`src/hw/rtl/dxpf_pkg.sv`:
```
// dxpf_pkg: types and constants for the oscillator pull frame encoder
// no dependencies
`default_nettype none
package dxpf_pkg;
    localparam int unsigned NUM_W = 54;
    localparam int unsigned DEN_W = 31;
    localparam int unsigned CNT_W = 6;
    localparam logic [21:0] LIMIT_M0 = 22'd32767;
    localparam logic [21:0] LIMIT_M1 = 22'd4194303;
    localparam logic [21:0] RANGE_K = 22'd4005425;           // 25 * 160217
    localparam logic [30:0] DEN_M0 = 31'd5242720;            // 32767 * 160
    localparam logic [30:0] DEN_M1 = 31'd671088480;          // 4194303 * 160
    localparam logic [7:0] HDR_HI = 8'hFA;
    localparam logic [3:0] HDR_LO = 4'hA;
    localparam logic [7:0] REG_MAIN = 8'h06;
    localparam logic [7:0] REG_FINE = 8'h07;
    localparam logic [6:0] FINE_MASK = 7'h7F;
    localparam logic [1:0] CFG_MODE = 2'd0;
    localparam logic [1:0] CFG_RANGE = 2'd1;
    localparam logic [1:0] CFG_ADDR = 2'd2;

    typedef struct packed {
        logic load;
        logic mul;
        logic scale;
        logic div_step;
        logic check;
        logic second;
    } t_cmd;

    typedef struct packed {
        logic div_done;
        logic two_frames;
    } t_sts;
endpackage
`default_nettype wire

```
`src/hw/rtl/dxpf_req_if.sv`:
```
// dxpf_req_if: request channel, valid/ready with action and value
// no dependencies
`default_nettype none
interface dxpf_req_if;
    logic valid;
    logic ready;
    logic action;
    logic signed [23:0] value;
    modport source (output valid, action, value, input ready);
    modport sink (input valid, action, value, output ready);
endinterface
`default_nettype wire

```
`src/hw/rtl/dxpf_rsp_if.sv`:
```
// dxpf_rsp_if: result channel, valid/ready with frame and report fields
// no dependencies
`default_nettype none
interface dxpf_rsp_if;
    logic valid;
    logic ready;
    logic status;
    logic frame_valid;
    logic [39:0] frame;
    logic last;
    logic signed [22:0] applied_code;
    logic signed [21:0] applied_ppb;
    logic [31:0] write_count;
    modport source (output valid, status, frame_valid, frame, last, applied_code,
        applied_ppb, write_count, input ready);
    modport sink (input valid, status, frame_valid, frame, last, applied_code,
        applied_ppb, write_count, output ready);
endinterface
`default_nettype wire

```
`src/hw/rtl/dxpf_ctrl.sv`:
```
// dxpf_ctrl: sequencing state machine for the pull frame encoder
// depends on dxpf_pkg
`default_nettype none
module dxpf_ctrl (
    input  wire              i_clk,
    input  wire              i_rst_n,
    input  wire              i_in_valid,
    output logic             o_in_ready,
    output logic             o_out_valid,
    input  wire              i_out_ready,
    output dxpf_pkg::t_cmd   o_cmd,
    input  dxpf_pkg::t_sts   i_sts
);
    import dxpf_pkg::*;

    typedef enum logic [2:0] {
        S_IDLE, S_MUL, S_SCALE, S_DIV, S_CHECK, S_OUT1, S_OUT2
    } t_state;

    t_state r_state;

    always_ff @(posedge i_clk) begin
        if (!i_rst_n) begin
            r_state <= S_IDLE;
        end else begin
            case (r_state)
                S_IDLE:  if (i_in_valid) r_state <= S_MUL;
                S_MUL:   r_state <= S_SCALE;
                S_SCALE: r_state <= S_DIV;
                S_DIV:   if (i_sts.div_done) r_state <= S_CHECK;
                S_CHECK: r_state <= S_OUT1;
                S_OUT1: begin
                    if (i_out_ready) r_state <= i_sts.two_frames ? S_OUT2 : S_IDLE;
                end
                S_OUT2:  if (i_out_ready) r_state <= S_IDLE;
                default: r_state <= S_IDLE;
            endcase
        end
    end

    assign o_in_ready = (r_state == S_IDLE);
    assign o_out_valid = (r_state == S_OUT1) || (r_state == S_OUT2);

    always_comb begin
        o_cmd = '0;
        o_cmd.load = (r_state == S_IDLE) && i_in_valid;
        o_cmd.mul = (r_state == S_MUL);
        o_cmd.scale = (r_state == S_SCALE);
        o_cmd.div_step = (r_state == S_DIV);
        o_cmd.check = (r_state == S_CHECK);
        o_cmd.second = (r_state == S_OUT1) && i_out_ready && i_sts.two_frames;
    end
endmodule
`default_nettype wire

```
`src/hw/rtl/dxpf_dp.sv`:
```
// dxpf_dp: config registers, multiplier, serial divider, frame builder, counter
// depends on dxpf_pkg
`default_nettype none
module dxpf_dp (
    input  wire                i_clk,
    input  wire                i_rst_n,
    input  wire                i_cfg_we,
    input  wire  [1:0]         i_cfg_idx,
    input  wire  [3:0]         i_cfg_data,
    input  wire                i_action,
    input  wire  signed [23:0] i_value,
    input  dxpf_pkg::t_cmd     i_cmd,
    output dxpf_pkg::t_sts     o_sts,
    output logic               o_status,
    output logic               o_frame_valid,
    output logic [39:0]        o_frame,
    output logic               o_last,
    output logic signed [22:0] o_applied_code,
    output logic signed [21:0] o_applied_ppb,
    output logic [31:0]        o_write_count
);
    import dxpf_pkg::*;

    logic r_mode;
    logic [2:0] r_sel;
    logic [3:0] r_addr;
    logic [31:0] r_wcnt;
    logic r_action, r_neg, r_oor;
    logic [23:0] r_mag;
    logic [45:0] r_prod;
    logic [NUM_W-1:0] r_num;
    logic [DEN_W-1:0] r_den, r_rem;
    logic [CNT_W-1:0] r_cnt;
    logic [22:0] r_code;
    logic [21:0] r_ppb;

    logic [2:0] w_sel;
    logic [21:0] w_mul_k;
    logic [NUM_W-1:0] w_scaled;
    logic [DEN_W:0] w_trial;
    logic [DEN_W:0] w_diff;
    logic w_ge;
    logic [22:0] w_cmag;
    logic w_big;
    logic [22:0] w_code;
    logic [21:0] w_ppb;
    logic [15:0] w_hdr;

    assign w_sel = (r_sel == 3'd7) ? 3'd6 : r_sel;
    assign w_mul_k = r_action ? RANGE_K : (r_mode ? LIMIT_M1 : LIMIT_M0);

    always_comb begin
        if (r_action) begin
            w_scaled = NUM_W'({8'd0, r_prod} << w_sel);
        end else begin
            w_scaled = NUM_W'({8'd0, r_prod} << 7) + NUM_W'({8'd0, r_prod} << 5);
        end
    end

    assign w_trial = {r_rem, r_num[NUM_W-1]};
    assign w_diff = w_trial - {1'b0, r_den};
    assign w_ge = (w_trial >= {1'b0, r_den});

    // quotient holds the code magnitude for ppb requests, ppb magnitude for raw codes
    assign w_big = r_action ? (r_mag > {2'd0, (r_mode ? LIMIT_M1 : LIMIT_M0)})
                            : (r_num > NUM_W'(r_mode ? LIMIT_M1 : LIMIT_M0));
    assign w_cmag = r_action ? r_mag[22:0] : r_num[22:0];
    assign w_code = r_neg ? (23'd0 - w_cmag) : w_cmag;
    assign w_ppb = r_action ? (r_neg ? (22'd0 - r_num[21:0]) : r_num[21:0])
                            : (r_neg ? (22'd0 - r_mag[21:0]) : r_mag[21:0]);
    assign w_hdr = {HDR_HI, r_addr, HDR_LO};

    always_ff @(posedge i_clk) begin
        if (!i_rst_n) begin
            r_mode <= 1'b0;
            r_sel <= 3'd0;
            r_addr <= 4'd0;
            r_wcnt <= 32'd0;
            r_cnt <= '0;
            r_oor <= 1'b0;
        end else begin
            if (i_cfg_we) begin
                case (i_cfg_idx)
                    CFG_MODE:  r_mode <= i_cfg_data[0];
                    CFG_RANGE: r_sel <= i_cfg_data[2:0];
                    CFG_ADDR:  r_addr <= i_cfg_data;
                    default:   ;
                endcase
            end
            if (i_cmd.scale) r_cnt <= CNT_W'(NUM_W);
            if (i_cmd.div_step) r_cnt <= r_cnt - 1'b1;
            if (i_cmd.check) begin
                r_oor <= w_big;
                if (!w_big) r_wcnt <= r_wcnt + 32'd1;
            end
        end
    end

    always_ff @(posedge i_clk) begin
        if (i_cmd.load) begin
            r_action <= i_action;
            r_neg <= i_value[23];
            r_mag <= i_value[23] ? (24'd0 - i_value) : i_value;
        end
        if (i_cmd.mul) begin
            r_prod <= r_mag * w_mul_k;
            r_den <= r_action ? (r_mode ? DEN_M1 : DEN_M0)
                              : DEN_W'({9'd0, RANGE_K} << w_sel);
        end
        if (i_cmd.scale) begin
            r_num <= w_scaled + NUM_W'(r_den >> 1);
            r_rem <= '0;
        end
        if (i_cmd.div_step) begin
            r_rem <= w_ge ? w_diff[DEN_W-1:0] : w_trial[DEN_W-1:0];
            r_num <= {r_num[NUM_W-2:0], w_ge};
        end
        if (i_cmd.check) begin
            r_code <= w_code;
            r_ppb <= w_ppb;
        end
        if (i_cmd.second) begin
            o_frame <= {w_hdr, REG_MAIN, r_code[22:7]};
            o_last <= 1'b1;
        end else if (i_cmd.check) begin
            o_status <= w_big;
            o_frame_valid <= !w_big;
            o_last <= w_big || !r_mode;
            o_applied_code <= w_big ? 23'd0 : w_code;
            o_applied_ppb <= w_big ? 22'd0 : w_ppb;
            o_write_count <= w_big ? r_wcnt : (r_wcnt + 32'd1);
            if (w_big) o_frame <= 40'd0;
            else if (r_mode) o_frame <= {w_hdr, REG_FINE, 9'd0, w_code[6:0] & FINE_MASK};
            else o_frame <= {w_hdr, REG_MAIN, w_code[15:0]};
        end
    end

    assign o_sts.div_done = (r_cnt == CNT_W'(1));
    assign o_sts.two_frames = r_mode && !r_oor;
endmodule
`default_nettype wire

```
`src/hw/rtl/dcxo_pull_frame_encoder.sv`:
```
// dcxo_pull_frame_encoder: top level of the oscillator pull frame encoder
// depends on dxpf_pkg, dxpf_req_if, dxpf_rsp_if, dxpf_ctrl, dxpf_dp
// flow: multiply, scale, 54-step bit-serial divide and range check, then result words
// throughput: a new request is taken only once the last result word of the
//   previous request has been accepted
// reset: synchronous active low, clears config, write counter and controller
`default_nettype none
module dcxo_pull_frame_encoder (
    input  wire        i_clk,
    input  wire        i_rst_n,
    input  wire        i_cfg_we,
    input  wire  [1:0] i_cfg_idx,
    input  wire  [3:0] i_cfg_data,
    dxpf_req_if.sink   i_req,
    dxpf_rsp_if.source o_rsp
);
    import dxpf_pkg::*;

    t_cmd w_cmd;
    t_sts w_sts;

    dxpf_ctrl u_ctrl (
        .i_clk(i_clk), .i_rst_n(i_rst_n),
        .i_in_valid(i_req.valid), .o_in_ready(i_req.ready),
        .o_out_valid(o_rsp.valid), .i_out_ready(o_rsp.ready),
        .o_cmd(w_cmd), .i_sts(w_sts)
    );

    dxpf_dp u_dp (
        .i_clk(i_clk), .i_rst_n(i_rst_n),
        .i_cfg_we(i_cfg_we), .i_cfg_idx(i_cfg_idx), .i_cfg_data(i_cfg_data),
        .i_action(i_req.action), .i_value(i_req.value),
        .i_cmd(w_cmd), .o_sts(w_sts),
        .o_status(o_rsp.status), .o_frame_valid(o_rsp.frame_valid),
        .o_frame(o_rsp.frame), .o_last(o_rsp.last),
        .o_applied_code(o_rsp.applied_code), .o_applied_ppb(o_rsp.applied_ppb),
        .o_write_count(o_rsp.write_count)
    );
endmodule
`default_nettype wire

```
`src/flat_wrapper.sv`:
```
// flat-port wrapper written by rule: the top's interface ports become plain ports
module dcxo_pull_frame_encoder_flat import dxpf_pkg::*;
  (i_clk, i_rst_n, i_cfg_we, i_cfg_idx, i_cfg_data, i_req_valid, i_req_action, i_req_value, i_req_ready, o_rsp_valid, o_rsp_status, o_rsp_frame_valid, o_rsp_frame, o_rsp_last, o_rsp_applied_code, o_rsp_applied_ppb, o_rsp_write_count, o_rsp_ready);
  dxpf_req_if i_req_i ();
  dxpf_rsp_if o_rsp_i ();
  input  wire i_clk;
  input  wire i_rst_n;
  input  wire i_cfg_we;
  input  wire  [1:0] i_cfg_idx;
  input  wire  [3:0] i_cfg_data;
  input wire logic [$bits(i_req_i.valid)-1:0] i_req_valid;
  input wire logic [$bits(i_req_i.action)-1:0] i_req_action;
  input wire logic [$bits(i_req_i.value)-1:0] i_req_value;
  output wire logic [$bits(i_req_i.ready)-1:0] i_req_ready;
  output wire logic [$bits(o_rsp_i.valid)-1:0] o_rsp_valid;
  output wire logic [$bits(o_rsp_i.status)-1:0] o_rsp_status;
  output wire logic [$bits(o_rsp_i.frame_valid)-1:0] o_rsp_frame_valid;
  output wire logic [$bits(o_rsp_i.frame)-1:0] o_rsp_frame;
  output wire logic [$bits(o_rsp_i.last)-1:0] o_rsp_last;
  output wire logic [$bits(o_rsp_i.applied_code)-1:0] o_rsp_applied_code;
  output wire logic [$bits(o_rsp_i.applied_ppb)-1:0] o_rsp_applied_ppb;
  output wire logic [$bits(o_rsp_i.write_count)-1:0] o_rsp_write_count;
  input wire logic [$bits(o_rsp_i.ready)-1:0] o_rsp_ready;
  assign i_req_i.valid = i_req_valid;
  assign i_req_i.action = i_req_action;
  assign i_req_i.value = i_req_value;
  assign i_req_ready = i_req_i.ready;
  assign o_rsp_valid = o_rsp_i.valid;
  assign o_rsp_status = o_rsp_i.status;
  assign o_rsp_frame_valid = o_rsp_i.frame_valid;
  assign o_rsp_frame = o_rsp_i.frame;
  assign o_rsp_last = o_rsp_i.last;
  assign o_rsp_applied_code = o_rsp_i.applied_code;
  assign o_rsp_applied_ppb = o_rsp_i.applied_ppb;
  assign o_rsp_write_count = o_rsp_i.write_count;
  assign o_rsp_i.ready = o_rsp_ready;
  dcxo_pull_frame_encoder u_core (.i_clk(i_clk), .i_rst_n(i_rst_n), .i_cfg_we(i_cfg_we), .i_cfg_idx(i_cfg_idx), .i_cfg_data(i_cfg_data), .i_req(i_req_i), .o_rsp(o_rsp_i));
endmodule
```
`config.mk`:
```
export PLATFORM = sky130hd
export DESIGN_NAME = dcxo_pull_frame_encoder_flat
export DESIGN_NICKNAME = d
export VERILOG_FILES = /design/src/hw/rtl/dxpf_pkg.sv /design/src/hw/rtl/dxpf_req_if.sv /design/src/hw/rtl/dxpf_rsp_if.sv /design/src/hw/rtl/dxpf_ctrl.sv /design/src/hw/rtl/dxpf_dp.sv /design/src/hw/rtl/dcxo_pull_frame_encoder.sv /design/src/flat_wrapper.sv
export SDC_FILE = /design/constraint.sdc
export NUM_CORES = 2
export LEC_CHECK = 0
export BUFFER_PORTS_ARGS = -buffer_cell sky130_fd_sc_hd__buf_2
export CORE_AREA = 2 2 274 276
export DETAILED_ROUTE_END_ITERATION = 7
export DIE_AREA = 0 0 276 278
export GPL_ROUTABILITY_DRIVEN = 0
export PLACE_DENSITY = 0.72
export SETUP_SLACK_MARGIN = 0.15
export SLEW_MARGIN = 20
export SYNTH_ARGS = -nofsm -noshare
export SYNTH_HDL_FRONTEND = slang
export SYNTH_SLANG_ARGS = --single-unit
```
`constraint.sdc`:
```
create_clock -name i_clk -period 17.3 [get_ports i_clk]
set_input_delay 4.325 -clock i_clk [delete_from_list [all_inputs] [get_ports i_clk]]
set_output_delay 4.325 -clock i_clk [all_outputs]
set_load 0.1 [all_outputs]
```
; Word-level counts from Yosys, hierarchy flattened
; Cells that the tools add are included.
[word_totals]
word_cells = 104
regBits = 381
output_inout_bits = 122
in_bits = 36
[op_classes]
muxes = 32
shift = 2
bitwise = 1
order_cmp = 3
reduce_logical = 18
add_sub_neg = 9
eq_ne = 14
n_mul = 1
[ops]
columns = cell, count
row1 = $mux W54, 3
row2 = $mux W22, 6
row3 = $mux W31, 4
row4 = $mux W32, 3
row5 = $mux W23, 3
row6 = $add A53 B51 Y54, 1
row7 = $add A54 B30 Y54, 1
row8 = $gt A54 B22 Y1, 1
row9 = $shl A46 B3 Y54, 1
row10 = $mul A24 B22 Y46, 1
row11 = $sub A1 B22 Y22 const A, 2
row12 = $mux W40, 1
row13 = $add A32 B1 Y32 const B, 1
row14 = $ge A32 B31 Y1, 1
row15 = $shl A22 B3 Y31 const A, 1
row16 = $sub A31 B31 Y31, 1
row17 = $mux W30, 1
row18 = $gt A24 B22 Y1, 1
row19 = $sub A1 B24 Y24 const A, 1
row20 = $sub A1 B23 Y23 const A, 1
row21 = $pmux W3 S7, 1
row22 = $mux W3, 6
row23 = $mux W17, 1
row24 = $eq A3 B3 Y1 const B, 4
row25 = 19 further kinds, 33

; Logic depth before layout (Yosys ltp)
[depth]
word_depth = 7
ltp_mapped = 36
ltp_nobuf = 30

; Hierarchy
; Synthesis repeated with hierarchy kept, for this count alone.
[hier_totals]
hier_cells = 4056
area_unflattened_um2 = 39909.5
[by_module_without_submodules]
columns = module, seq_area_each_um2, area_per_inst_um2, n_inst, cells_per_inst
row1 = dxpf_dp, 10069.7, 39623.0, 1, 4020
row2 = dxpf_ctrl, 60.1, 286.5, 1, 36

; Worst setup path before layout
; OpenSTA, ideal clock, no wires.
[synth_timing]
kind = register -> register
from = register u_core.u_dp.r_action
to = register u_core.u_dp.r_prod[44] (data pin)
required_time_ps = 17042
slack_ps = 8313
synth_period_minus_slack_ps = 8987
t_arrival_ps = 8730
n_path_buf = 10
stages_incl_launch_ff = 35
setup_time_ps = 258
cell_sequence = edfxtp_1 > clkbuf_1 > clkbuf_8 > buf_2 > buf_4 > clkbuf_1 > buf_2 > buf_2 > clkbuf_1 > buf_1 > nor2_1 > fa_1 > inv_1 > fa_1 > inv_1 > fa_1 > fa_1 > inv_1 > fa_1 > inv_1 > fa_1 > fa_1 > ha_1 > clkbuf_1 > a21oi_1 > o221ai_1 > a21oi_1 > o22ai_1 > o2111a_1 > o31ai_1 > a21oi_1 > a211oi_1 > o21ai_0 > a21oi_1 > xnor2_1
[synth_via]
elab_chain_cells = 2
[synth_lines]
columns = item, line
row1 = "start, declared", dxpf_dp.sv:28  ; logic r_action, r_neg, r_oor;
row2 = "start signal, assigned", dxpf_dp.sv:101  ; r_action <= i_action;
row3 = $mux W22, dxpf_dp.sv:50  ; assign w_mul_k = r_action ? RANGE_K : (r_mode ? LIMIT_M1 : LIMIT_M0);
row4 = $mul A24 B22 Y46, dxpf_dp.sv:106  ; r_prod <= r_mag * w_mul_k;
row5 = "end signal, assigned", dxpf_dp.sv:106
row6 = "end, declared", dxpf_dp.sv:30  ; logic [45:0] r_prod;
; No other way between the ends.
; A chain may end at the register's enable or synchronous reset.

; Final worst setup path
[layout_timing]
from = register u_core.u_dp.r_mag[5]
to = register u_core.u_dp.r_prod[44] (data pin)
[layout_via]
elab_chain_cells = 1
[layout_lines]
columns = item, line
row1 = "start, declared", dxpf_dp.sv:29  ; logic [23:0] r_mag;
row2 = "start signal, assigned", dxpf_dp.sv:103  ; r_mag <= i_value[23] ? (24'd0 - i_value) : i_value;
row3 = $mul A24 B22 Y46, dxpf_dp.sv:106
; No other way between the ends.

==> impl_metrics.toml <==
[worst_setup_path]
slowest_stage = "edfxtp_1"
start_kind = "flip-flop"
rrSetupSlack_ps = 8250
worst_path_largest_cell_delay_ps = 900
cp.required_ps = 17630
worstSetupPathType = "reg2reg"
cp_common_cell = "inv_1"
crit_arrival_ps = 9380
path_max_fanout = 11
worstSetupEndpointType = "flip-flop"

[synth]
seq_area_frac_synth = 0.252
synth_edf_count = 302
synth_ff_type = "edfxtp_1"
synthMuxAreaShare = 0.0428
yosys.area_share.simple = 0.132
ys_async_sr_fraction = 0
synthAdderAreaFrac = 0.315
synth-compound-area-share = 0.126
netlist_area_um2 = 40200
synth-xor-area-share = 0.0570
syn_inst = 4164
synth_top_family_by_area = "adder cells"
syn_area_per_cell_um2 = 9.67
ys_warn_count = 0
synth_cell_types = 113
yosys_register_bits = 355

[final_layout]
area_delta_synth_final_pct = 7.07
drive_above_1_share = 0.0775
post-route-util = 0.584
nNetsFinal = 5014
fillerInstances = 6385
n_antenna_cell = 0

[floorplan]
dieArea_um2 = 76700
start_util = 0.545
die_w_um = 276
io-pin-count = 158
coreArea_um2 = 73800
num_rows = 100
dieHeight_um = 278

[sta]
fmax_mhz = 110
rsz0062_at_grt = "false"
final-hold-violation-count = 0
min_period_ps = 9050
tns_ps = 0
slew_headroom = 0.280
skew_ps = 40.3
setup_slack_ps = 8250
fin_crit_sh = 0.523
report.final.slew_viol_count = 0
setup_viol = 0
worst_slew_pin_slew_ps = 1080

[placement]
place_ws_ps = 8430
port_buffers = 148
dp_hpwl_mm = 82.3

[routing]
firstDrtPassIters = 8
first_iter_violations = 2723
drt_wl_total_mm = 105
ant_nets = 0
vias_per_cell = 5.91
route.detailed.drc = 22
routedWlPerCell_um = 20.0
vias = 30900

[global_route]
antenna_found_initial = 0
grt_pass1_vias = 30100
track_usage = 0.273
grt_pass1_wl_mm = 167
grt_max_degree = 87
grt_overflow = 0

[clock_tree]
insertion_delay_ps = 600
cts_tree = "built"
clk_path_buf_depth = 3
cts-root-buf = "clkbuf_16"
cts_max_level = 2
clock_sinks = 355
cts_resized = 0
holdBufCountCts = 0
postCtsSetupRepairBufs = 0
cts_buffers = 40
clk_pin_slew_ps = 60

[run]
drv_cap = 0

[hold_path]
hp-class = "reg2reg"

[status]
status = "complete, but fails checks"
violations = "design-rule violations"
==> state kept, by name, indices dropped and copies added, names as in the netlist, 3 cells and up <==
name and cells:
u_core.u_dp.r_prod 46, u_core.u_dp.o_frame 22, u_core.u_dp.r_sel 3, u_core.u_dp.o_applied_code 23, u_core.u_dp.r_mag 24, u_core.u_dp.r_addr 4, u_core.u_dp.o_write_count 32, u_core.u_ctrl.r_state 3
u_core.u_dp.r_den 30, u_core.u_dp.r_rem 31, u_core.u_dp.r_num 54, u_core.u_dp.r_cnt 6, u_core.u_dp.o_applied_ppb 22, u_core.u_dp.r_code 16, u_core.u_dp.r_wcnt 32
==> cell families after synthesis <==
kind of cell               count (synthesis)
AOI/OAI and AO/OA                        773
xor gates and xnor gates                 262
buffers and inverters                    766
adders and majority gates                751
and+or+nand+nor                         1092
DFF                                      355
other                                      1
muxes                                    164
==> path summary, 6_finish.rpt <==
| path | start | end | cells after the start |
|---|---|---|---|
| max | u_core.u_dp.r_mag[5] | u_core.u_dp.r_prod[44] | 27 |
| max reg2reg | u_core.u_dp.r_mag[5] | u_core.u_dp.r_prod[44] | 27 |
| min reg2reg | u_core.u_dp.r_wcnt[22] | u_core.u_dp.r_wcnt[22] | 2 |
| min | u_core.u_dp.r_wcnt[22] | u_core.u_dp.r_wcnt[22] | 2 |
==> cell usage after synthesis, types with 67 or more instances <==
master    number  area (µm²)
a21o_1        78         586
a21oi_1      214        1070
clkbuf_1      99         372
edfxtp_1     302        9070
fa_1         436        8730
ha_1         315        3940
inv_1        589        2210
mux2i_1      153        1530
nand2_1      338        1270
nand3_1       67         335
nor2_1       289        1080
nor3_1        69         345
o21ai_0      157         786
xnor2_1      165        1450
xor2_1        97         850
==> through the flow <==
step	hold WS [ps]	cell area (µm²)	instances
6_report	468	43100	5227
5_1_grt	505	43100	5227
4_1_cts	465	43100	5227
3_5_place_dp	457	41800	5154
3_3_place_gp	443	41800	5154
2_1_floorplan	435	40300	4173
==> placed cells by master, fill, tap and decap left out, types with 51 or more instances in the layout <==
master      n
xnor2_1   165
fa_1      436
mux2i_1   153
a21o_1     78
buf_2     148
a21oi_1   214
nand3_1    67
nor2_1    287
ha_1      315
nand2_1   337
inv_1     586
nor3_1     68
dfxtp_1    51
o21ai_0   157
xor2_1     97
edfxtp_1  302
==> critical path: cells and delay by family (launching register included) <==
kind / cells / cell delay [ps]
adders and majority gates: 8 / 3990
AOI/OAI and AO/OA: 7 / 1850
and+or+nand+nor: 3 / 980
xor gates and xnor gates: 1 / 80
buffers and inverters: 8 / 1030
DFF: 1 / 900
==> per-layer routing <==
metal	vias to the layer above	share of wire	GRT usage
met5	-	0	0
met4	0	0.040	0.0996
met3	250	0.074	0.0471
met2	1248	0.47	0.450
met1	15100	0.41	0.364
li1	14300	-	-
==> layout make-up <==
class                           count  area, µm²  area share
Timing Repair Buffer              186       1030      0.0238
Sequential cell                   355      10100       0.235
Clock inverter                     26        299     0.00694
Clock buffer                       47       1040      0.0241
Inverter                          592       2220      0.0516
Multi-Input combinational cell   3052      27200       0.630
Tap cell                          969       1210      0.0281
Power is left out: the tool's default activity adds up to more than one toggle a clock period on the data nets, which glitch-free logic cannot reach.
